<file path="src/design/lbm_pkg.sv">
// Shared types, constants and a decode function of the lamp blink mode controller.
`default_nettype none

package lbm_pkg;

   localparam int NUM_SLOTS_DEF = 16;
   localparam int MASK_BITS_DEF = 32;

   localparam int LAMP_W    = 32;
   localparam int IDX_W     = 4;
   localparam int MODE_W    = 3;
   localparam int TICKS_W   = 8;
   localparam int PHASE_W   = 9;
   localparam int CSR_IDX_W = 3;
   localparam int CSR_DAT_W = 8;

   typedef enum logic [1:0] {
      CMD_TICK,
      CMD_WRITE_SLOT,
      CMD_SET_MODE,
      CMD_READ_MODE
   } cmd_type;

   localparam logic [MODE_W-1:0] MODE_OFF     = 3'd0;
   localparam logic [MODE_W-1:0] MODE_STEADY  = 3'd1;
   localparam logic [MODE_W-1:0] MODE_FLASH   = 3'd2;
   localparam logic [MODE_W-1:0] MODE_FLUTTER = 3'd3;
   localparam logic [MODE_W-1:0] MODE_BROKEN  = 3'd4;
   localparam logic [MODE_W-1:0] MODE_WINK    = 3'd5;

   localparam logic [CSR_IDX_W-1:0] REG_MAX_LAMP_INDEX    = 3'd0;
   localparam logic [CSR_IDX_W-1:0] REG_FLASH_ON_TICKS    = 3'd1;
   localparam logic [CSR_IDX_W-1:0] REG_FLASH_OFF_TICKS   = 3'd2;
   localparam logic [CSR_IDX_W-1:0] REG_FLUTTER_ON_TICKS  = 3'd3;
   localparam logic [CSR_IDX_W-1:0] REG_FLUTTER_OFF_TICKS = 3'd4;
   localparam logic [CSR_IDX_W-1:0] REG_WINK_ON_TICKS     = 3'd5;
   localparam logic [CSR_IDX_W-1:0] REG_WINK_OFF_TICKS    = 3'd6;

   localparam logic [IDX_W-1:0]   MAX_LAMP_INDEX_RST    = 4'd15;
   localparam logic [TICKS_W-1:0] FLASH_ON_TICKS_RST    = 8'd4;
   localparam logic [TICKS_W-1:0] FLASH_OFF_TICKS_RST   = 8'd4;
   localparam logic [TICKS_W-1:0] FLUTTER_ON_TICKS_RST  = 8'd1;
   localparam logic [TICKS_W-1:0] FLUTTER_OFF_TICKS_RST = 8'd1;
   localparam logic [TICKS_W-1:0] WINK_ON_TICKS_RST     = 8'd7;
   localparam logic [TICKS_W-1:0] WINK_OFF_TICKS_RST    = 8'd1;

   typedef struct packed {
      logic capture;
      logic phase_step;
      logic scan_issue;
      logic scan_take;
      logic commit;
   } ctl_type;

   function automatic logic mode_lit(input logic [MODE_W-1:0] mode, input logic flash,
                                     input logic flutter, input logic wink);
      logic lit;
      unique case (mode)
         MODE_STEADY:  lit = 1'b1;
         MODE_FLASH:   lit = flash;
         MODE_FLUTTER: lit = flutter;
         MODE_BROKEN:  lit = flash & flutter;
         MODE_WINK:    lit = wink;
         default:      lit = 1'b0;
      endcase
      return lit;
   endfunction

endpackage

`default_nettype wire

</file>
<file path="src/design/lbm_req_if.sv">
// Request channel interface of the lamp blink mode controller.
`default_nettype none

interface lbm_req_if;
   import lbm_pkg::*;

   logic                valid;
   logic                ready;
   cmd_type             command;
   logic [IDX_W-1:0]    slot_index;
   logic [LAMP_W-1:0]   lamp_mask;
   logic [MODE_W-1:0]   lamp_mode;

   modport source (output valid, command, slot_index, lamp_mask, lamp_mode, input ready);
   modport sink   (input valid, command, slot_index, lamp_mask, lamp_mode, output ready);
endinterface

`default_nettype wire

</file>
<file path="src/design/lbm_rsp_if.sv">
// Response channel interface of the lamp blink mode controller.
`default_nettype none

interface lbm_rsp_if;
   import lbm_pkg::*;

   logic                valid;
   logic                ready;
   logic [LAMP_W-1:0]   lamps_on;
   logic                lamps_changed;
   logic                status;
   logic [MODE_W-1:0]   mode_read;

   modport source (output valid, lamps_on, lamps_changed, status, mode_read, input ready);
   modport sink   (input valid, lamps_on, lamps_changed, status, mode_read, output ready);
endinterface

`default_nettype wire

</file>
<file path="src/design/lbm_csr_if.sv">
// Register write channel interface of the lamp blink mode controller.
`default_nettype none

interface lbm_csr_if;
   import lbm_pkg::*;

   logic                  valid;
   logic                  ready;
   logic [CSR_IDX_W-1:0]  index;
   logic [CSR_DAT_W-1:0]  data;

   modport source (output valid, index, data, input ready);
   modport sink   (input valid, index, data, output ready);
endinterface

`default_nettype wire

</file>
<file path="src/design/lbm_ctrl.sv">
// Sequencing state machine of the lamp blink mode controller.
`default_nettype none

module lbm_ctrl #(
   parameter int NUM_SLOTS = lbm_pkg::NUM_SLOTS_DEF
) (
   input  wire logic                                    clock,
   input  wire logic                                    reset,
   input  wire logic                                    req_valid,
   input  wire lbm_pkg::cmd_type                        req_command,
   output logic                                         req_ready,
   input  wire logic                                    rsp_ready,
   output logic                                         rsp_valid,
   input  wire logic [$clog2(NUM_SLOTS+1)-1:0]          slot_count,
   output lbm_pkg::ctl_type                             ctl,
   output logic [((NUM_SLOTS > 1) ? $clog2(NUM_SLOTS) : 1)-1:0] scan_addr
);
   import lbm_pkg::*;

   localparam int CNT_W  = $clog2(NUM_SLOTS + 1);
   localparam int SLOT_W = (NUM_SLOTS > 1) ? $clog2(NUM_SLOTS) : 1;

   typedef enum logic [1:0] {
      S_IDLE,
      S_PHASE,
      S_SCAN,
      S_DONE
   } state_type;

   state_type          state_ff, state_in;
   logic [CNT_W-1:0]   cnt_ff, cnt_in;
   logic               pend_ff, pend_in;
   logic               rsp_valid_ff, rsp_valid_in;
   logic               out_free;

   always_comb begin
      state_in  = state_ff;
      cnt_in    = cnt_ff;
      pend_in   = pend_ff;
      ctl       = '0;
      req_ready = (state_ff == S_IDLE);
      out_free  = !rsp_valid_ff || rsp_ready;
      unique case (state_ff)
         S_IDLE: begin
            if (req_valid) begin
               ctl.capture = 1'b1;
               cnt_in      = '0;
               pend_in     = 1'b0;
               unique case (req_command) inside
                  CMD_TICK:                    state_in = S_PHASE;
                  CMD_WRITE_SLOT:              state_in = S_DONE;
                  CMD_SET_MODE, CMD_READ_MODE: state_in = S_SCAN;
               endcase
            end
         end
         S_PHASE: begin
            ctl.phase_step = 1'b1;
            state_in       = S_SCAN;
         end
         S_SCAN: begin
            ctl.scan_issue = (cnt_ff < slot_count);
            ctl.scan_take  = pend_ff;
            pend_in        = ctl.scan_issue;
            if (ctl.scan_issue) begin
               cnt_in = cnt_ff + CNT_W'(1);
            end else begin
               state_in = S_DONE;
            end
         end
         S_DONE: begin
            if (out_free) begin
               ctl.commit = 1'b1;
               state_in   = S_IDLE;
            end
         end
      endcase
      rsp_valid_in = ctl.commit || (rsp_valid_ff && !rsp_ready);
   end

   always_ff @(posedge clock) begin
      if (reset) begin
         state_ff     <= S_IDLE;
         cnt_ff       <= '0;
         pend_ff      <= 1'b0;
         rsp_valid_ff <= 1'b0;
      end else begin
         state_ff     <= state_in;
         cnt_ff       <= cnt_in;
         pend_ff      <= pend_in;
         rsp_valid_ff <= rsp_valid_in;
      end
   end

   assign rsp_valid = rsp_valid_ff;
   assign scan_addr = cnt_ff[SLOT_W-1:0];

endmodule

`default_nettype wire

</file>
<file path="src/design/lbm_datapath.sv">
// Slot table, pattern phases, registers and response register of the lamp controller.
`default_nettype none

module lbm_datapath #(
   parameter int NUM_SLOTS = lbm_pkg::NUM_SLOTS_DEF,
   parameter int MASK_BITS = lbm_pkg::MASK_BITS_DEF
) (
   input  wire logic                                      clock,
   input  wire logic                                      reset,
   input  wire lbm_pkg::ctl_type                          ctl,
   input  wire logic [((NUM_SLOTS > 1) ? $clog2(NUM_SLOTS) : 1)-1:0] scan_addr,
   output logic [$clog2(NUM_SLOTS+1)-1:0]                 slot_count,
   input  wire lbm_pkg::cmd_type                          req_command,
   input  wire logic [lbm_pkg::IDX_W-1:0]                 req_slot_index,
   input  wire logic [lbm_pkg::LAMP_W-1:0]                req_lamp_mask,
   input  wire logic [lbm_pkg::MODE_W-1:0]                req_lamp_mode,
   input  wire logic                                      csr_write,
   input  wire logic [lbm_pkg::CSR_IDX_W-1:0]             csr_index,
   input  wire logic [lbm_pkg::CSR_DAT_W-1:0]             csr_data,
   output logic [lbm_pkg::LAMP_W-1:0]                     rsp_lamps_on,
   output logic                                           rsp_lamps_changed,
   output logic                                           rsp_status,
   output logic [lbm_pkg::MODE_W-1:0]                     rsp_mode_read
);
   import lbm_pkg::*;

   localparam int CNT_W  = $clog2(NUM_SLOTS + 1);
   localparam int SLOT_W = (NUM_SLOTS > 1) ? $clog2(NUM_SLOTS) : 1;
   localparam int SW     = (MASK_BITS < LAMP_W) ? MASK_BITS : LAMP_W;

   function automatic logic [PHASE_W-1:0] next_phase(input logic [PHASE_W-1:0] ph,
                                                    input logic [TICKS_W-1:0] on_t,
                                                    input logic [TICKS_W-1:0] off_t);
      logic [PHASE_W-1:0] inc;
      logic [PHASE_W-1:0] period;
      inc    = ph + PHASE_W'(1);
      period = PHASE_W'(on_t) + PHASE_W'(off_t);
      return (inc >= period) ? '0 : inc;
   endfunction

   logic [IDX_W-1:0]   max_lamp_ff;
   logic [TICKS_W-1:0] flash_on_ff, flash_off_ff;
   logic [TICKS_W-1:0] flutter_on_ff, flutter_off_ff;
   logic [TICKS_W-1:0] wink_on_ff, wink_off_ff;

   logic [PHASE_W-1:0] flash_ph_ff, flutter_ph_ff, wink_ph_ff;
   logic               flash_lit, flutter_lit, wink_lit;

   cmd_type            cmd_ff;
   logic [IDX_W-1:0]   idx_ff;
   logic [SW-1:0]      mask_ff;
   logic [MODE_W-1:0]  mode_ff;

   logic [SW-1:0]      mask_mem [NUM_SLOTS];
   logic [MODE_W-1:0]  mode_mem [NUM_SLOTS];
   logic [NUM_SLOTS-1:0] mask_vld_ff, mode_vld_ff;

   logic [SW-1:0]      rd_mask_ff;
   logic [MODE_W-1:0]  rd_mode_ff;
   logic               rd_mask_vld_ff, rd_mode_vld_ff;
   logic [SLOT_W-1:0]  rd_idx_ff;
   logic [SW-1:0]      rd_mask;
   logic [MODE_W-1:0]  rd_mode;

   logic [SW-1:0]      acc_ff;
   logic               hit_ff;
   logic [SLOT_W-1:0]  hit_idx_ff;
   logic [MODE_W-1:0]  hit_mode_ff;
   logic [SW-1:0]      last_ff;

   logic [IDX_W:0]     count_raw;
   logic               in_range;
   logic [SLOT_W-1:0]  wr_slot;
   logic               wr_mask_en, wr_mode_en;
   logic [SLOT_W-1:0]  wr_mode_addr;

   assign count_raw  = {1'b0, max_lamp_ff} + (IDX_W+1)'(1);
   assign slot_count = (8'(count_raw) > 8'(NUM_SLOTS)) ? CNT_W'(NUM_SLOTS)
                                                       : CNT_W'(count_raw);

   assign flash_lit   = flash_ph_ff   < PHASE_W'(flash_on_ff);
   assign flutter_lit = flutter_ph_ff < PHASE_W'(flutter_on_ff);
   assign wink_lit    = wink_ph_ff    < PHASE_W'(wink_on_ff);

   assign rd_mask = rd_mask_vld_ff ? rd_mask_ff : '0;
   assign rd_mode = rd_mode_vld_ff ? rd_mode_ff : MODE_OFF;

   assign in_range     = 8'(idx_ff) < 8'(slot_count);
   assign wr_slot      = SLOT_W'(idx_ff);
   assign wr_mask_en   = ctl.commit && (cmd_ff == CMD_WRITE_SLOT) && in_range;
   assign wr_mode_en   = wr_mask_en || (ctl.commit && (cmd_ff == CMD_SET_MODE) && hit_ff);
   assign wr_mode_addr = (cmd_ff == CMD_WRITE_SLOT) ? wr_slot : hit_idx_ff;

   always_ff @(posedge clock) begin
      if (reset) begin
         max_lamp_ff    <= MAX_LAMP_INDEX_RST;
         flash_on_ff    <= FLASH_ON_TICKS_RST;
         flash_off_ff   <= FLASH_OFF_TICKS_RST;
         flutter_on_ff  <= FLUTTER_ON_TICKS_RST;
         flutter_off_ff <= FLUTTER_OFF_TICKS_RST;
         wink_on_ff     <= WINK_ON_TICKS_RST;
         wink_off_ff    <= WINK_OFF_TICKS_RST;
      end else if (csr_write) begin
         unique case (csr_index)
            REG_MAX_LAMP_INDEX:    max_lamp_ff    <= csr_data[IDX_W-1:0];
            REG_FLASH_ON_TICKS:    flash_on_ff    <= csr_data;
            REG_FLASH_OFF_TICKS:   flash_off_ff   <= csr_data;
            REG_FLUTTER_ON_TICKS:  flutter_on_ff  <= csr_data;
            REG_FLUTTER_OFF_TICKS: flutter_off_ff <= csr_data;
            REG_WINK_ON_TICKS:     wink_on_ff     <= csr_data;
            REG_WINK_OFF_TICKS:    wink_off_ff    <= csr_data;
            default: ;
         endcase
      end
   end

   always_ff @(posedge clock) begin
      if (reset) begin
         flash_ph_ff   <= '0;
         flutter_ph_ff <= '0;
         wink_ph_ff    <= '0;
      end else if (ctl.phase_step) begin
         flash_ph_ff   <= next_phase(flash_ph_ff, flash_on_ff, flash_off_ff);
         flutter_ph_ff <= next_phase(flutter_ph_ff, flutter_on_ff, flutter_off_ff);
         wink_ph_ff    <= next_phase(wink_ph_ff, wink_on_ff, wink_off_ff);
      end
   end

   always_ff @(posedge clock) begin
      if (ctl.capture) begin
         cmd_ff  <= req_command;
         idx_ff  <= req_slot_index;
         mask_ff <= req_lamp_mask[SW-1:0];
         mode_ff <= req_lamp_mode;
      end
   end

   always_ff @(posedge clock) begin
      if (wr_mask_en) begin
         mask_mem[wr_slot] <= mask_ff;
      end
      rd_mask_ff <= mask_mem[scan_addr];
   end

   always_ff @(posedge clock) begin
      if (wr_mode_en) begin
         mode_mem[wr_mode_addr] <= mode_ff;
      end
      rd_mode_ff <= mode_mem[scan_addr];
   end

   always_ff @(posedge clock) begin
      rd_idx_ff      <= scan_addr;
      rd_mask_vld_ff <= mask_vld_ff[scan_addr];
      rd_mode_vld_ff <= mode_vld_ff[scan_addr];
   end

   always_ff @(posedge clock) begin
      if (reset) begin
         mask_vld_ff <= '0;
         mode_vld_ff <= '0;
      end else begin
         if (wr_mask_en) begin
            mask_vld_ff[wr_slot] <= 1'b1;
         end
         if (wr_mode_en) begin
            mode_vld_ff[wr_mode_addr] <= 1'b1;
         end
      end
   end

   always_ff @(posedge clock) begin
      if (reset) begin
         acc_ff <= '0;
         hit_ff <= 1'b0;
      end else if (ctl.capture) begin
         acc_ff <= '0;
         hit_ff <= 1'b0;
      end else if (ctl.scan_take) begin
         if (cmd_ff == CMD_TICK) begin
            if (mode_lit(rd_mode, flash_lit, flutter_lit, wink_lit)) begin
               acc_ff <= acc_ff | rd_mask;
            end
         end else if (!hit_ff && (rd_mask == mask_ff)) begin
            hit_ff <= 1'b1;
         end
      end
   end

   always_ff @(posedge clock) begin
      if (ctl.scan_take && !hit_ff && (rd_mask == mask_ff)) begin
         hit_idx_ff  <= rd_idx_ff;
         hit_mode_ff <= rd_mode;
      end
   end

   always_ff @(posedge clock) begin
      if (reset) begin
         last_ff <= '0;
      end else if (ctl.commit && (cmd_ff == CMD_TICK)) begin
         last_ff <= acc_ff;
      end
   end

   always_ff @(posedge clock) begin
      if (ctl.commit) begin
         unique case (cmd_ff)
            CMD_TICK: begin
               rsp_lamps_on      <= LAMP_W'(acc_ff);
               rsp_lamps_changed <= (acc_ff != last_ff);
               rsp_status        <= 1'b0;
               rsp_mode_read     <= MODE_OFF;
            end
            CMD_WRITE_SLOT: begin
               rsp_lamps_on      <= LAMP_W'(last_ff);
               rsp_lamps_changed <= 1'b0;
               rsp_status        <= !in_range;
               rsp_mode_read     <= MODE_OFF;
            end
            CMD_SET_MODE: begin
               rsp_lamps_on      <= LAMP_W'(last_ff);
               rsp_lamps_changed <= 1'b0;
               rsp_status        <= !hit_ff;
               rsp_mode_read     <= MODE_OFF;
            end
            CMD_READ_MODE: begin
               rsp_lamps_on      <= LAMP_W'(last_ff);
               rsp_lamps_changed <= 1'b0;
               rsp_status        <= !hit_ff;
               rsp_mode_read     <= hit_ff ? hit_mode_ff : MODE_OFF;
            end
         endcase
      end
   end

endmodule

`default_nettype wire

</file>
<file path="src/design/lamp_blink_mode_controller.sv">
// Top level of the lamp blink mode controller.
`default_nettype none

// The controller keeps a table of lamp slots, each a lamp bit mask and a blink mode, and
// answers every request with exactly one response. A tick request advances the flash,
// flutter and wink phases and returns the OR of the masks of the lit slots; the other
// requests write a slot, set a mode by mask or read a mode by mask. Requests are handled
// one at a time. The slot table has one write and one read port and is scanned one slot
// per cycle, so a tick holds the request channel for a phase step, a scan of the slots
// in use and a commit, a mode set or read for a scan and a commit, a write for a commit.
// The response sits in an output register, so the next request is taken while it waits.
// Register writes are always ready and must only be made while no request is in hand.
module lamp_blink_mode_controller #(
   parameter int NUM_SLOTS = lbm_pkg::NUM_SLOTS_DEF,
   parameter int MASK_BITS = lbm_pkg::MASK_BITS_DEF
) (
   input  wire logic      clock,
   input  wire logic      reset,
   lbm_req_if.sink        req_bus,
   lbm_rsp_if.source      rsp_bus,
   lbm_csr_if.sink        csr_bus
);
   import lbm_pkg::*;

   localparam int CNT_W  = $clog2(NUM_SLOTS + 1);
   localparam int SLOT_W = (NUM_SLOTS > 1) ? $clog2(NUM_SLOTS) : 1;

   ctl_type            ctl;
   logic [SLOT_W-1:0]  scan_addr;
   logic [CNT_W-1:0]   slot_count;

   assign csr_bus.ready = 1'b1;

   lbm_ctrl #(
      .NUM_SLOTS (NUM_SLOTS)
   ) u_ctrl (
      .clock       (clock),
      .reset       (reset),
      .req_valid   (req_bus.valid),
      .req_command (req_bus.command),
      .req_ready   (req_bus.ready),
      .rsp_ready   (rsp_bus.ready),
      .rsp_valid   (rsp_bus.valid),
      .slot_count  (slot_count),
      .ctl         (ctl),
      .scan_addr   (scan_addr)
   );

   lbm_datapath #(
      .NUM_SLOTS (NUM_SLOTS),
      .MASK_BITS (MASK_BITS)
   ) u_datapath (
      .clock             (clock),
      .reset             (reset),
      .ctl               (ctl),
      .scan_addr         (scan_addr),
      .slot_count        (slot_count),
      .req_command       (req_bus.command),
      .req_slot_index    (req_bus.slot_index),
      .req_lamp_mask     (req_bus.lamp_mask),
      .req_lamp_mode     (req_bus.lamp_mode),
      .csr_write         (csr_bus.valid),
      .csr_index         (csr_bus.index),
      .csr_data          (csr_bus.data),
      .rsp_lamps_on      (rsp_bus.lamps_on),
      .rsp_lamps_changed (rsp_bus.lamps_changed),
      .rsp_status        (rsp_bus.status),
      .rsp_mode_read     (rsp_bus.mode_read)
   );

endmodule

`default_nettype wire

</file>
<file path="src/flat_wrapper.sv">
// flat-port wrapper written by rule: the top's interface ports become plain ports
module lamp_blink_mode_controller_flat import lbm_pkg::*;
#(
   parameter int NUM_SLOTS = lbm_pkg::NUM_SLOTS_DEF,
   parameter int MASK_BITS = lbm_pkg::MASK_BITS_DEF
)
  (clock, reset, req_bus_valid, req_bus_command, req_bus_slot_index, req_bus_lamp_mask, req_bus_lamp_mode, req_bus_ready, rsp_bus_valid, rsp_bus_lamps_on, rsp_bus_lamps_changed, rsp_bus_status, rsp_bus_mode_read, rsp_bus_ready, csr_bus_valid, csr_bus_index, csr_bus_data, csr_bus_ready);
  lbm_req_if req_bus_i ();
  lbm_rsp_if rsp_bus_i ();
  lbm_csr_if csr_bus_i ();
  input  wire logic clock;
  input  wire logic reset;
  input wire logic [$bits(req_bus_i.valid)-1:0] req_bus_valid;
  input wire logic [$bits(req_bus_i.command)-1:0] req_bus_command;
  input wire logic [$bits(req_bus_i.slot_index)-1:0] req_bus_slot_index;
  input wire logic [$bits(req_bus_i.lamp_mask)-1:0] req_bus_lamp_mask;
  input wire logic [$bits(req_bus_i.lamp_mode)-1:0] req_bus_lamp_mode;
  output wire logic [$bits(req_bus_i.ready)-1:0] req_bus_ready;
  output wire logic [$bits(rsp_bus_i.valid)-1:0] rsp_bus_valid;
  output wire logic [$bits(rsp_bus_i.lamps_on)-1:0] rsp_bus_lamps_on;
  output wire logic [$bits(rsp_bus_i.lamps_changed)-1:0] rsp_bus_lamps_changed;
  output wire logic [$bits(rsp_bus_i.status)-1:0] rsp_bus_status;
  output wire logic [$bits(rsp_bus_i.mode_read)-1:0] rsp_bus_mode_read;
  input wire logic [$bits(rsp_bus_i.ready)-1:0] rsp_bus_ready;
  input wire logic [$bits(csr_bus_i.valid)-1:0] csr_bus_valid;
  input wire logic [$bits(csr_bus_i.index)-1:0] csr_bus_index;
  input wire logic [$bits(csr_bus_i.data)-1:0] csr_bus_data;
  output wire logic [$bits(csr_bus_i.ready)-1:0] csr_bus_ready;
  assign req_bus_i.valid = req_bus_valid;
  assign req_bus_i.command = req_bus_command;
  assign req_bus_i.slot_index = req_bus_slot_index;
  assign req_bus_i.lamp_mask = req_bus_lamp_mask;
  assign req_bus_i.lamp_mode = req_bus_lamp_mode;
  assign req_bus_ready = req_bus_i.ready;
  assign rsp_bus_valid = rsp_bus_i.valid;
  assign rsp_bus_lamps_on = rsp_bus_i.lamps_on;
  assign rsp_bus_lamps_changed = rsp_bus_i.lamps_changed;
  assign rsp_bus_status = rsp_bus_i.status;
  assign rsp_bus_mode_read = rsp_bus_i.mode_read;
  assign rsp_bus_i.ready = rsp_bus_ready;
  assign csr_bus_i.valid = csr_bus_valid;
  assign csr_bus_i.index = csr_bus_index;
  assign csr_bus_i.data = csr_bus_data;
  assign csr_bus_ready = csr_bus_i.ready;
  lamp_blink_mode_controller #(.NUM_SLOTS(NUM_SLOTS), .MASK_BITS(MASK_BITS)) u_core (.clock(clock), .reset(reset), .req_bus(req_bus_i), .rsp_bus(rsp_bus_i), .csr_bus(csr_bus_i));
endmodule
</file>
<file path="config.mk">
export PLATFORM = sky130hd
export DESIGN_NAME = lamp_blink_mode_controller_flat
export DESIGN_NICKNAME = d
export VERILOG_FILES = /design/src/design/lbm_pkg.sv /design/src/design/lbm_req_if.sv /design/src/design/lbm_rsp_if.sv /design/src/design/lbm_csr_if.sv /design/src/design/lbm_ctrl.sv /design/src/design/lbm_datapath.sv /design/src/design/lamp_blink_mode_controller.sv /design/src/flat_wrapper.sv
export SDC_FILE = /design/constraint.sdc
export NUM_CORES = 1
export LEC_CHECK = 0
export ABC_AREA = 0
export BUFFER_PORTS_ARGS = -buffer_cell sky130_fd_sc_hd__buf_2
export CORE_AREA = 2 2 258 324
export DETAILED_ROUTE_END_ITERATION = 10
export DIE_AREA = 0 0 260 326
export PLACE_DENSITY = 0.65
export SLEW_MARGIN = 20
export SYNTH_ARGS = -nofsm -noshare
export SYNTH_HDL_FRONTEND = slang
export SYNTH_HIERARCHICAL = 1
export SYNTH_SLANG_ARGS = --single-unit
</file>
<file path="constraint.sdc">
create_clock -name clock -period 5.6 [get_ports clock]
set_clock_uncertainty 0.15 [all_clocks]
set_input_delay 0.56 -clock clock [delete_from_list [all_inputs] [get_ports clock]]
set_output_delay 0.56 -clock clock [all_outputs]
set_load 0.1 [all_outputs]
</file>
# Word-level counts from Yosys, hierarchy flattened
# Memory sizes are Yosys's and may differ from the RTL's. A register that Yosys moved wholly into a read port is not among the register bits.
# Index checks and enable logic that the tools add are counted.
# op_classes
n_addsub,8
n_lt_le_gt_ge,14
eq_ne,26
muxes,45
bitwise,5
reduce_logical,40
# ops
cell,n
one-hot mux 32 bit (2 select lines),1
== test 32 bit,1
two-way mux 32 bit,1
inequality test 32 bit,1
OR 16 bit,2
OR 32 bit,1
adder 8 x 8 -> 9 bit,3
"adder 9 x 1 -> 9 bit, second input constant",3
greater-or-equal comparator 9 bit,3
less-than comparator 9 x 8 -> 1 bit,3
two-way mux 9 bit,3
two-way mux 1 bit,19
AND reduction 2 bit,8
"== test 3 bit, second input constant",5
"less-than comparator 4 x 5 -> 1 bit, second input constant",3
two-way mux 5 bit,3
"== test 2 bit, second input constant",6
"== test 3 x 2 -> 1 bit, second input constant",4
AND reduction 3 bit,4
logical AND 1 bit,11
one-hot mux 5 bit (2 select lines),1
binary-select mux 1 bit (select 4 bit),2
demux 1 bit (select 4 bit),2
"greater-or-equal comparator 4 x 1 -> 1 bit, second input constant",2
other kinds (26),46
# totals
reg_bits,276
mem_bits_rw,560
inputBits,57
output_inout_bits,40
word_cells,172
n_memories,2
# memory_table
memory,depth,word_bits,read_ports,rd_clocked_by_memory_dff,wr,line_no,text
u_core.u_datapath.mask_mem,16,32,1,1,1,lbm_datapath.sv:54,logic [SW-1:0] mask_mem [NUM_SLOTS];
u_core.u_datapath.mode_mem,16,3,1,1,1,lbm_datapath.sv:55,logic [MODE_W-1:0] mode_mem [NUM_SLOTS];

# Longest topological paths before layout
# Gate-level depths: netlist (run 1).
# depth
ltp_word,9
ltp_mapped,15
mapped_depth_nobuf,15

# By module
# Netlist (run 1), hierarchy kept.
# by_module_without_submodules
mod,n_inst,cells_each,area_per_inst_um2,seq_area_each_um2
lbm_datapath,1,2271,35691.7,23712.7
lbm_ctrl,1,87,730.7,180.2
lamp_blink_mode_controller,1,2,11.3,0.0

# Least setup slack after synthesis (run 1)
# Ideal clock, no wire load.
# synth_timing
path_type,flip-flop to flip-flop
from,reg u_core.u_ctrl.rsp_valid_ff (netlist: u_core/u_ctrl/rsp_valid)
to,"mem u_core/u_datapath/mask_mem[0][0] (netlist name), enable pin"
setup_time_ps,461
arrival_ps,5637
required_ps,4989
slack_ps,-648
stages_incl_launch_ff,6
n_path_buf,1
synth_period_minus_slack_ps,6248
cell_sequence,dfxtp_1 -> nor2b_1 -> nor2b_1 -> nand3_2 -> buf_2 -> nor3_1
# synth_rtl
item,line_no,text
"start, declared",lbm_ctrl.sv:33,"logic rsp_valid_ff, rsp_valid_in;"
"start signal, assigned",lbm_ctrl.sv:90,rsp_valid_ff <= rsp_valid_in;
"end, declared",lbm_datapath.sv:54,

# Worst setup path in the final report (run 1)
# layout_timing
from,reg u_core.u_datapath.max_lamp_ff[0]
to,"mem u_core/u_datapath/mask_mem[3][21] (netlist name), enable pin"
# layout_between
elab_chain_cells,7
# layout_rtl
item,line_no,text
"start, declared",lbm_datapath.sv:41,logic [IDX_W-1:0] max_lamp_ff;
"start signal, assigned",lbm_datapath.sv:105,REG_MAX_LAMP_INDEX: max_lamp_ff <= csr_data[IDX_W-1:0];
adder 4 x 1 -> 5 bit *,lbm_datapath.sv:77,"assign count_raw = {1'b0, max_lamp_ff} + (IDX_W+1)'(1);"
greater-than comparator 5 bit,lbm_datapath.sv:78,assign slot_count = (8'(count_raw) > 8'(NUM_SLOTS)) ? CNT_W'(NUM_SLOTS)
two-way mux 5 bit *,lbm_datapath.sv:78,
named net u_core.slot_count[1],lamp_blink_mode_controller.sv:30,logic [CNT_W-1:0] slot_count;
less-than comparator 4 x 5 -> 1 bit *,lbm_datapath.sv:88,assign in_range = 8'(idx_ff) < 8'(slot_count);
logical AND 1 bit *,lbm_datapath.sv:90,assign wr_mask_en = ctl.commit && (cmd_ff == CMD_WRITE_SLOT) && in_range;
two-way mux 1 bit *,lbm_datapath.sv:139,if (wr_mask_en) begin
two-way mux 1 bit (not written as such) *,lbm_datapath.sv:140,mask_mem[wr_slot] <= mask_ff;
# The timed path passes the listed nets; every way through them passes the cells marked *.

==> results.md, run 1 <==
- Instance area after placement: roughly 0.038 mm2
- Post-route ant nets: 0
- Fill cells: approximately 6700
- CTS clk-pin slew, worst paths: 0.06 ns
- Hold crit path type: primary input to register
- Root buffer cell: clkbuf_16
- Status: completed
- Final cell count without fillers: 3671
- Finished layout cell area: 0.0415 mm2
- Ys Warns: 6
- Shortest period the worst path allows: around 3.9 ns
- Cell Area, Synth: 0.0364 mm2
- Clock latency at the later pin of the worst-skew pair: ~0.67 ns
- CP Buf/Inv Count: 2
- Worst setup path class: register to register
- Total track usage: roughly a fifth
- # hold bufs at CTS: 40
- Sw power: just under 4000 uW
- Synthesis-to-layout area growth: 14.0%
- CTS Sinks: slightly below 900
- Row cnt: ~120
- Residual DRC: 0
- Worst-path cell chain: ha_1 -> inv_1 -> ha_1 -> o21a_1 -> o21a_1 -> o21a_1 -> o21bai_2 -> nand3_2 -> nor3_2 -> buf_4
- CP endpoint kind: register
- Synth Area per Inst: approximately 15 um2
- WP data required: roughly 5.8 ns
- Avg Vias per Cell: about 5.8
- VDD IR-drop max: roughly 0.3 mV
- Reg power frac: 50.0%
- Setup bufs post-CTS: 0
- Net count after synthesis: 2507
- Htree depth: 3
- Crit path launch type: register
- RSZ-0062 raised after global routing: false
- Most common cell after layout, fill and taps aside: edfxtp_1
- Ports: 97
- Placed insts: 3473
- CTS tree: yes
- Slowest CP cell: nor3_2
- Post_cts resized: 0
- Core area: approximately 0.082 mm2
- Post-synthesis cell count: approximately 2400
- Measured slew at the worst slew-check pin: ~1.2 ns
- WP data arrival: 4.03 ns
- DIE AREA: 0.0848 mm2
- CP Max Fanout: 28
- Fmax achieved: 258 MHz
- Final setup margin: between 1.5 and 2 ns
- Die width: around 260 um
- Power Dens Cells: roughly 360 mW/mm2
- First-pass GRT wire length: around 130 mm
- CP top delay family: simple AND/OR/NAND/NOR gates
- Most frequent cells in the layout: edfxtp_1, dfxtp_1, nand2_1, mux4_2, a21oi_1
- TNS Setup: 0 ns
- Total Routed Length: 85.4 mm
- First drt pass iteration count: 5
- Wire per inst: ~23 um
- Switch share: approximately a quarter
- Overflow after GRT: 0
- Worst path max stage delay: a little over 0.6 ns
- Period utilization: roughly 69%
- Crit path depth: 10
- RePlAce Congestion: 0.866
- Finish-stage setup viols: 0
- Vias: 21134
- Standby leakage power: around 0.014 uW
- Largest net degree at the start of global routing: about 150
- Hpwl dp: roughly 55 mm
- Initial antenna violation count: 0
- Port bufs: 95
- Vias in the first global route: 21378
- Comb power frac: between 10% and 20%
- CTS Buf Count: 85
- Int Power: about 11000 uW
- Rel. slew slack: between 10% and 20%
- Final nets: ~2700
- Min-Delay Path Depth: 1
- Crit path top cell by count: o21a_1
- Share of power burned in the clock network: 38.7%
- Initial Utilization: between 40% and 50%
- Die Span Y: about 330 um
- Reg2Reg Depth: 10
- Clock Path Buffers: 3
- Setup WS pre-CTS: ~1.8 ns
- MaxCap Viol Count: 0
- Fin. Hold Viols: 0
- Layout cells sized above 1: between 20% and 30%
- Slew Limit Fails: 0
- ANT cells: 0
- 1st-iter DRT viols: ~1700
layer usage:
layer | routed length (um) | vias up | share of wire [%] | track usage [%]
met5 | 0 | - | 0 | 0
met4 | 2360 | 0 | 2.8 | 7.17
met3 | 5270 | 151 | 6.2 | 3.03
met2 | 42900 | 721 | 50 | 34.2
met1 | 34900 | 10833 | 41 | 26.7
li1 | - | 9429 | - | -
final cells by class:
| cell class | count | area (um2) | share of cell area (%) |
|---|---|---|---|
| multi-input combinational | 1293 | 11800 | 28.4 |
| sequential | 871 | 23900 | 57.6 |
| tap | 1080 | 1350 | 3.25 |
| timing repair buffer | 185 | 1300 | 3.14 |
| clock inverter | 52 | 572 | 1.38 |
| clock buffer | 105 | 2300 | 5.55 |
| inverter | 85 | 319 | 0.768 |
state kept, by name, indices dropped and copies added, names as in the netlist, 16 cells and up:
name                            cells
u_core/u_datapath/rd_mask_ff       32
u_core/u_datapath/mask_mem        512
u_core/u_datapath/mode_mem         48
u_core/u_datapath/mask_ff          32
u_core/u_datapath/acc_ff           32
u_core/u_datapath/mask_vld_ff      16
u_core/u_datapath/last_ff          32
u_core/u_datapath/rsp_lamps_on     32
u_core/u_datapath/mode_vld_ff      16
power by group through the flow:
stage / registers [uW] / logic, uW / clock network [uW]
3_5_place_dp: 7710 / 1700 / 0
6_report: 7570 / 1720 / 5860
5_1_grt: 7600 / 1840 / 6220
4_1_cts: 7570 / 1730 / 5990
3_3_place_gp: 7700 / 1660 / 0
2_1_floorplan: 7780 / 999 / 0
worst paths after layout:
| kind | start | endpoint | slack, ns |
|---|---|---|---|
| max | u_core/u_datapath/max_lamp_ff[0]$_SDFFE_PP1P_ | u_core/u_datapath/mask_mem[3][21]$_DFFE_PP_ | 1.73 |
| min | req_bus_lamp_mask[4] | u_core/u_datapath/mask_ff[4]$_DFFE_PP_ | 0.06 |
| max reg2reg | u_core/u_datapath/max_lamp_ff[0]$_SDFFE_PP1P_ | u_core/u_datapath/mask_mem[3][21]$_DFFE_PP_ | 1.73 |
| min reg2reg | u_core/u_datapath/rd_idx_ff[0]$_DFF_P_ | u_core/u_datapath/hit_idx_ff[0]$_DFFE_PP_ | 0.25 |
through the flow:
stage | hold WS [ns] | power (uW) | util (%)
floorplan | 0.236 | 8780 | -
global placement | 0.238 | 9360 | 46.7
detailed placement | 0.239 | 9410 | 46.7
CTS | 0.0384 | 15300 | 50.7
global route | 0.0504 | 15700 | 50.7
finish | 0.0598 | 15100 | 50.7
Power figures use the tool's default switching activity.
==> inputs of run 2 (changes only) <==
--- a/config.mk
+++ b/config.mk
@@ -5,11 +5,11 @@
 export SDC_FILE = /design/constraint.sdc
 export NUM_CORES = 1
 export LEC_CHECK = 0
-export ABC_AREA = 0
+export ABC_AREA = 1
 export BUFFER_PORTS_ARGS = -buffer_cell sky130_fd_sc_hd__buf_2
-export CORE_AREA = 2 2 258 324
+export CORE_AREA = 2 2 262 329
 export DETAILED_ROUTE_END_ITERATION = 10
-export DIE_AREA = 0 0 260 326
+export DIE_AREA = 0 0 264 331
 export PLACE_DENSITY = 0.65
 export SLEW_MARGIN = 20
 export SYNTH_ARGS = -nofsm -noshare
==> constraint.sdc (replaced) <==
create_clock -name clock -period 3.5 [get_ports clock]
set_clock_uncertainty 0.15 [all_clocks]
set_input_delay 0.35 -clock clock [delete_from_list [all_inputs] [get_ports clock]]
set_output_delay 0.35 -clock clock [all_outputs]
set_load 0.1 [all_outputs]
==> run 2 against run 1 <==
Compared with the run above:
- first-iteration DRC count is 4.2% higher
- highest routed layer is now met5
- die area is 3.1% higher
- combinational power grew to 3.3 times the previous value
- critical path depth is 6 higher
- count of clock-buffer cells in the layout is 16 higher
- maximum frequency is 19% higher
==> results.md, run 2 <==
- Power Dens Cells: 645 mW/mm2 (+77%)
- Shortest period the worst path allows: 3.26 ns (-0.607 ns)
- Most flops, register: u_core/u_datapath/mask_mem
- Final setup margin: 0.236 ns (-1.49 ns)
- Cell Area, Synth: 0.0376 mm2 (+3.2%)
- Ys Warns: 6 (unchanged)
- First drt pass iteration count: 5 (unchanged)
- Slew Limit Fails: 0 (unchanged)
- Final cell count without fillers: 4727 (+29%)
- Slowest CP cell: fa_1
- First-pass GRT wire length: 138 mm (+5.9%)
- Clock latency at the later pin of the worst-skew pair: 0.65 ns (-0.02 ns)
- Top Registers: u_core/u_datapath/mask_mem (512), u_core/u_datapath/mode_mem (48)
- CP endpoint kind: register
- WP data arrival: 3.60 ns (-0.43 ns)
- Total Routed Length: 90.3 mm (+5.6%)
- Setup WS pre-CTS: 0.101 ns (-1.67 ns)
- CTS clk-pin slew, worst paths: 0.06 ns (about the same)
- Finish-stage setup viols: 0 (unchanged)
- Synthesis-to-layout area growth: 15.0%
- Port bufs: 95 (unchanged)
- Htree depth: 3 (unchanged)
- DIE AREA: 0.0874 mm2 (+3.1%)
- Rel. slew slack: 47.0% (+29 points)
- CTS Sinks: 871 (unchanged)
- Fin. Hold Viols: 0 (unchanged)
- Worst path max stage delay: 0.45 ns (-0.17 ns)
- ANT cells: 0 (unchanged)
- 1st-iter DRT viols: 1822 (+4.2%)
- Net count after synthesis: 3557 (+42%)
- Overflow after GRT: 0 (unchanged)
- Most common cell after layout, fill and taps aside: edfxtp_1
- Avg Vias per Cell: 5.28 (-8.3%)
- TNS Setup: 0 ns (unchanged)
- Most frequent cells in the layout: edfxtp_1, inv_1, nand2_1, a21oi_1, o21ai_0
- Instance area after placement: 0.0396 mm2 (+3.7%)
- Crit path top cell by count: a21oi_1
- Vias: 24958 (+18%)
- CTS tree: yes
- Core area: 0.0840 mm2 (+2.5%)
- Post-synthesis cell count: 3409 (+45%)
- Hold crit path type: primary input to register
- Status: completed
- Ports: 97 (unchanged)
- Final Core Density: 51.5% (+0.79 points)
- Initial Utilization: 44.8% (+0.32 points)
- Largest net degree at the start of global routing: 92 (-40%)
- CTS Buf Count: 89 (+4.7%)
- Root buffer cell: clkbuf_16
- Worst setup path class: register to register
- Total track usage: 20.5% (+0.21 points)
- VDD IR-drop max: 0.372 mV (+27%)
- Die width: 264 um (+1.5%)
- Standby leakage power: 0.0160 uW (+15%)
- WP data required: 3.83 ns (-1.93 ns)
- RePlAce Congestion: 0.862 (-0.46%)
- Period utilization: 93.3% (+24 points)
- Clock Path Buffers: 3 (unchanged)
- RSZ-0062 raised after global routing: false
- Vias in the first global route: 23883 (+12%)
- Row cnt: 119 (+0.85%)
- Synth Area per Inst: 11.0 um2 (-29%)
- Hpwl dp: 56.8 mm (+3.8%)
- Post-route ant nets: 0 (unchanged)
- CP Max Fanout: 4 (-86%)
- Placed insts: 4504 (+30%)
- Die Span Y: 331 um (+1.5%)
- Initial antenna violation count: 1 (+1)
- Wire per inst: 19.1 um (-18%)
- Max reg flops: 512 (unchanged)
- Final nets: 3710 (+39%)
- Worst-path cell chain: ha_1 -> inv_1 -> fa_1 -> o21ai_1 -> a21oi_1 -> o21bai_1 -> a21o_1 -> a21oi_1 -> ha_1 -> nand2_1 -> nor2_1 -> nand2_1 -> o211ai_1 -> nor2_2 -> nand3_1 -> a21oi_1
- Fmax achieved: 306 MHz (+19%)
- Measured slew at the worst slew-check pin: 0.795 ns (-0.430 ns)
- Residual DRC: 0 (unchanged)
- MaxCap Viol Count: 0 (unchanged)
- Layout cells sized above 1: 11.2% (-11 points)
- Crit path launch type: register
- Finished layout cell area: 0.0432 mm2 (+4.1%)
## run 2: path summary, 6_finish.rpt
kind | startpoint | end | slack, ns | cells after the start
worst max-delay path | u_core/u_datapath/wink_on_ff[0]$_SDFFE_PP1P_ | u_core/u_datapath/wink_ph_ff[6]$_SDFFE_PP0P_ | 0.24 | 16
worst min-delay path | csr_bus_valid | u_core/u_datapath/flutter_on_ff[0]$_SDFFE_PP1P_ | 0.06 | 7
worst max register to register | u_core/u_datapath/wink_on_ff[0]$_SDFFE_PP1P_ | u_core/u_datapath/wink_ph_ff[6]$_SDFFE_PP0P_ | 0.24 | 16
worst min register to register | u_core/u_datapath/rd_idx_ff[0]$_DFF_P_ | u_core/u_datapath/hit_idx_ff[0]$_DFFE_PP_ | 0.25 | 0
## run 2: cell type report
| class | count | area (um2) |
|---|---|---|
| clock buffers | 121 | 2520 |
| clock inverters | 46 | 498 |
| fillers | 7302 | 40700 |
| inverters | 458 | 1730 |
| multi-input cells | 1919 | 11300 |
| flip-flops and latches | 871 | 23900 |
| well taps | 1089 | 1360 |
| repair buffers | 223 | 1920 |
## run 2: per-layer routing
layer	track usage (%)	share of wire, %	wire length, um	vias to the layer above
li1	-	-	-	12175
met4	6.26	2.5	2270	2
met2	35.5	49	44100	626
met1	26.8	43	39200	12014
met5	0	0.014	13	-
met3	2.76	5.2	4670	141
## run 2: power by group
group,total (uW),leakage [uW],internal (uW),switching [uW]
registers,12500,0.00767,12000,516
clock network,9660,0.00146,5550,4110
logic,5700,0.00686,1780,3920
## run 2: worst max-delay path, delay by kind of cell (launching register included)
kind	cells	cell delay, ns
flops	1	0.35
simple gates	5	0.49
fa+ha+maj	3	0.94
buf+inv	1	0.06
compound gates	7	1.12
## run 2: what timing repair did
action,CTS,global route
setup endpoints to repair,0,27
gates resized for setup,0,6
hold buffers,54,0
hold endpoints to repair,96,0
buffers inserted,0,1
## run 2: through the flow
step                hold WS [ns]  power [uW]
floorplan                  0.236       16500
detailed placement         0.239       18400
finish                    0.0550       27900
global placement           0.236       18300
global route               0.107       29100
CTS                       0.0207       28100
==> inputs of run 3 (changes only) <==
--- a/config.mk
+++ b/config.mk
@@ -7,11 +7,11 @@
 export LEC_CHECK = 0
 export ABC_AREA = 1
 export BUFFER_PORTS_ARGS = -buffer_cell sky130_fd_sc_hd__buf_2
-export CORE_AREA = 2 2 262 329
+export CORE_AREA = 2 2 251 315
 export DETAILED_ROUTE_END_ITERATION = 10
-export DIE_AREA = 0 0 264 331
-export PLACE_DENSITY = 0.65
-export SLEW_MARGIN = 20
+export DIE_AREA = 0 0 253 317
+export PLACE_DENSITY = 0.69
+export SLEW_MARGIN = 15
 export SYNTH_ARGS = -nofsm -noshare
 export SYNTH_HDL_FRONTEND = slang
 export SYNTH_HIERARCHICAL = 1
==> run 3 against run 2 <==
Compared with the run above:
- routed wire length shrank 2.5%
- hold slack lost 0.028 ns
- first-iteration DRC count is 5.9% higher
- count of clock-buffer cells in the layout shrank 17
- sequential share of layout area increased by 0.36 points
- largest power group unchanged
- highest routed layer is now met4
==> results.md, run 3 (synthesized netlist as in run 2, its figures left out) <==
- Vias in the first global route: 24341 (+1.9%)
- Synthesis-to-layout area growth: 14.2%
- Finish-stage setup viols: 0 (unchanged)
- Period utilization: 92.1% (-1.2 points)
- Hold slack: 0.0270 ns (-0.0280 ns)
- CTS Sinks: 871 (unchanged)
- Slowest CP cell: fa_1
- Initial Utilization: 48.8% (+4.0 points)
- Row cnt: 114 (-4.2%)
- WP data arrival: 3.65 ns (+0.05 ns)
- Standby leakage power: 0.0159 uW (-0.33%)
- Worst path max stage delay: 0.46 ns (about the same)
- Crit path top cell by count: a21oi_1
- Clock latency at the later pin of the worst-skew pair: 0.66 ns (about the same)
- CTS clk-pin slew, worst paths: 0.06 ns (about the same)
- 1st-iter DRT viols: 1930 (+5.9%)
- Fin. Hold Viols: 0 (unchanged)
- Shortest period the worst path allows: 3.22 ns (-0.0412 ns)
- Avg Vias per Cell: 5.42 (+2.6%)
- Final Core Density: 55.8% (+4.3 points)
- Total Routed Length: 88.0 mm (-2.5%)
- Most common cell after layout, fill and taps aside: edfxtp_1
- Most flops, register: u_core/u_datapath/mask_mem
- Slew Limit Fails: 0 (unchanged)
- Final nets: 3705 (-0.13%)
- Overflow after GRT: 0 (unchanged)
- Reg2reg start: u_core/u_datapath/wink_on_ff[0]$_SDFFE_PP1P_
- Layout cells sized above 1: 11.2% (about the same)
- Clock Path Buffers: 3 (unchanged)
- Hold crit path type: primary input to register
- Most frequent cells in the layout: edfxtp_1, inv_1, nand2_1, a21oi_1, o21ai_0
- Largest net degree at the start of global routing: 113 (+23%)
- Wire per inst: 19.1 um (-0.18%)
- CTS tree: yes
- Post-route ant nets: 0 (unchanged)
- Status: completed
- Port bufs: 95 (unchanged)
- CP endpoint kind: register
- Vias: 25001 (+0.17%)
- RSZ-0062 raised after global routing: false
- Power Dens Cells: 646 mW/mm2 (+0.25%)
- RePlAce Congestion: 0.882 (+2.3%)
- Residual DRC: 0 (unchanged)
- Total track usage: 22.1% (+1.6 points)
- Worst setup path class: register to register
- Hpwl dp: 55.4 mm (-2.5%)
- ANT cells: 0 (unchanged)
- Hold path start: csr_bus_index[2]
- TNS Setup: 0 ns (unchanged)
- Worst-path cell chain: ha_1 -> inv_1 -> fa_1 -> o21ai_1 -> a21oi_1 -> o21bai_1 -> a21o_1 -> a21oi_1 -> ha_1 -> a21oi_1 -> o21a_1 -> o211ai_1 -> nor2_4 -> nand3_1 -> a21oi_1
- Core area: 0.0770 mm2 (-8.3%)
- Setup bufs post-CTS: 0 (unchanged)
- Crit path launch type: register
- Die width: 253 um (-4.2%)
- Power Total: 27800 uW (-0.40%)
- Initial antenna violation count: 1 (unchanged)
- Rel. slew slack: 32.8% (-14 points)
- Die Span Y: 317 um (-4.2%)
- Top Registers: u_core/u_datapath/mask_mem (512), u_core/u_datapath/mode_mem (48)
- Root buffer cell: clkbuf_16
- Max reg flops: 512 (unchanged)
- VDD IR-drop max: 0.467 mV (+25%)
- First-pass GRT wire length: 136 mm (-1.2%)
- CP Buf/Inv Count: 1 (unchanged)
- CTS Buf Count: 87 (-2.2%)
- Fmax achieved: 310 MHz (+1.3%)
- MaxCap Viol Count: 0 (unchanged)
- CP Max Fanout: 9 (+5)
- WP data required: 3.93 ns (+0.10 ns)
- Setup crit start: u_core/u_datapath/wink_on_ff[0]$_SDFFE_PP1P_
- Htree depth: 3 (unchanged)
- Measured slew at the worst slew-check pin: 1.01 ns (+0.211 ns)
- CP top delay family: compound AO/OA/AOI/OAI gates
- First drt pass iteration count: 5 (unchanged)
- DIE AREA: 0.0802 mm2 (-8.2%)
- Ports: 97 (unchanged)
==> run 3: layout make-up <==
cell class | instances | area, um2
well taps | 986 | 1230
clock inverters | 57 | 666
flip-flops and latches | 871 | 23900
fillers | 6470 | 34100
repair buffers | 221 | 1800
inverters | 458 | 1730
clock buffers | 104 | 2320
multi-input cells | 1918 | 11300
==> run 3: worst reg2reg max path: stages (launching register included) <==
cell and delay [ns]:
dfxtp_1 0.36, ha_1 0.19, inv_1 0.07, fa_1 0.46, o21ai_1 0.23, a21oi_1 0.09, o21bai_1 0.20, a21o_1 0.14
a21oi_1 0.06, ha_1 0.31, a21oi_1 0.16, o21a_1 0.13, o211ai_1 0.12, nor2_4 0.22, nand3_1 0.11, a21oi_1 0.14
==> run 3: power by group <==
part           leakage, uW  switching [uW]  internal (uW)  total (uW)
logic              0.00681            3830           1710        5540
clock network      0.00145            4060           5610        9670
registers          0.00767             556          12000       12500
==> run 3: path summary, 6_finish.rpt <==
kind	end	slack, ns	cells past startpoint
worst max-delay path	u_core/u_datapath/wink_ph_ff[8]$_SDFFE_PP0P_	0.28	15
worst min-delay path	u_core/u_datapath/flutter_on_ff[0]$_SDFFE_PP1P_	0.03	6
worst max register to register	u_core/u_datapath/wink_ph_ff[8]$_SDFFE_PP0P_	0.28	15
worst min register to register	u_core/u_datapath/hit_idx_ff[2]$_DFFE_PP_	0.25	0
==> run 3: timing repair <==
action	CTS	global route
setup endpoints to repair	0	26
endpoints found under the hold margin	96	0
gates resized for setup	0	6
hold buffers	53	0
==> run 3: per-layer routing <==
layer	part of all wire [%]	wire length [um]	vias to the layer above	track usage (%)
met5	0	0	-	0
met4	2.7	2350	0	7.44
met3	5.9	5220	145	3.31
met2	50	43900	677	38.9
met1	42	36500	12019	27.8
li1	-	-	12160	-
==> run 3: stage by stage <==
| stage | instance area [um2] | worst slack [ns] | instances |
|---|---|---|---|
| final | 43000 | 0.277 | 4615 |
| after global routing | 43000 | 0.0180 | 4615 |
| after CTS | 42900 | 0.0947 | 4615 |
| after global placement | 39400 | 0.208 | 4401 |
| after floorplan | 37700 | 0.0613 | 3409 |
| after detailed placement | 39400 | 0.131 | 4401 |
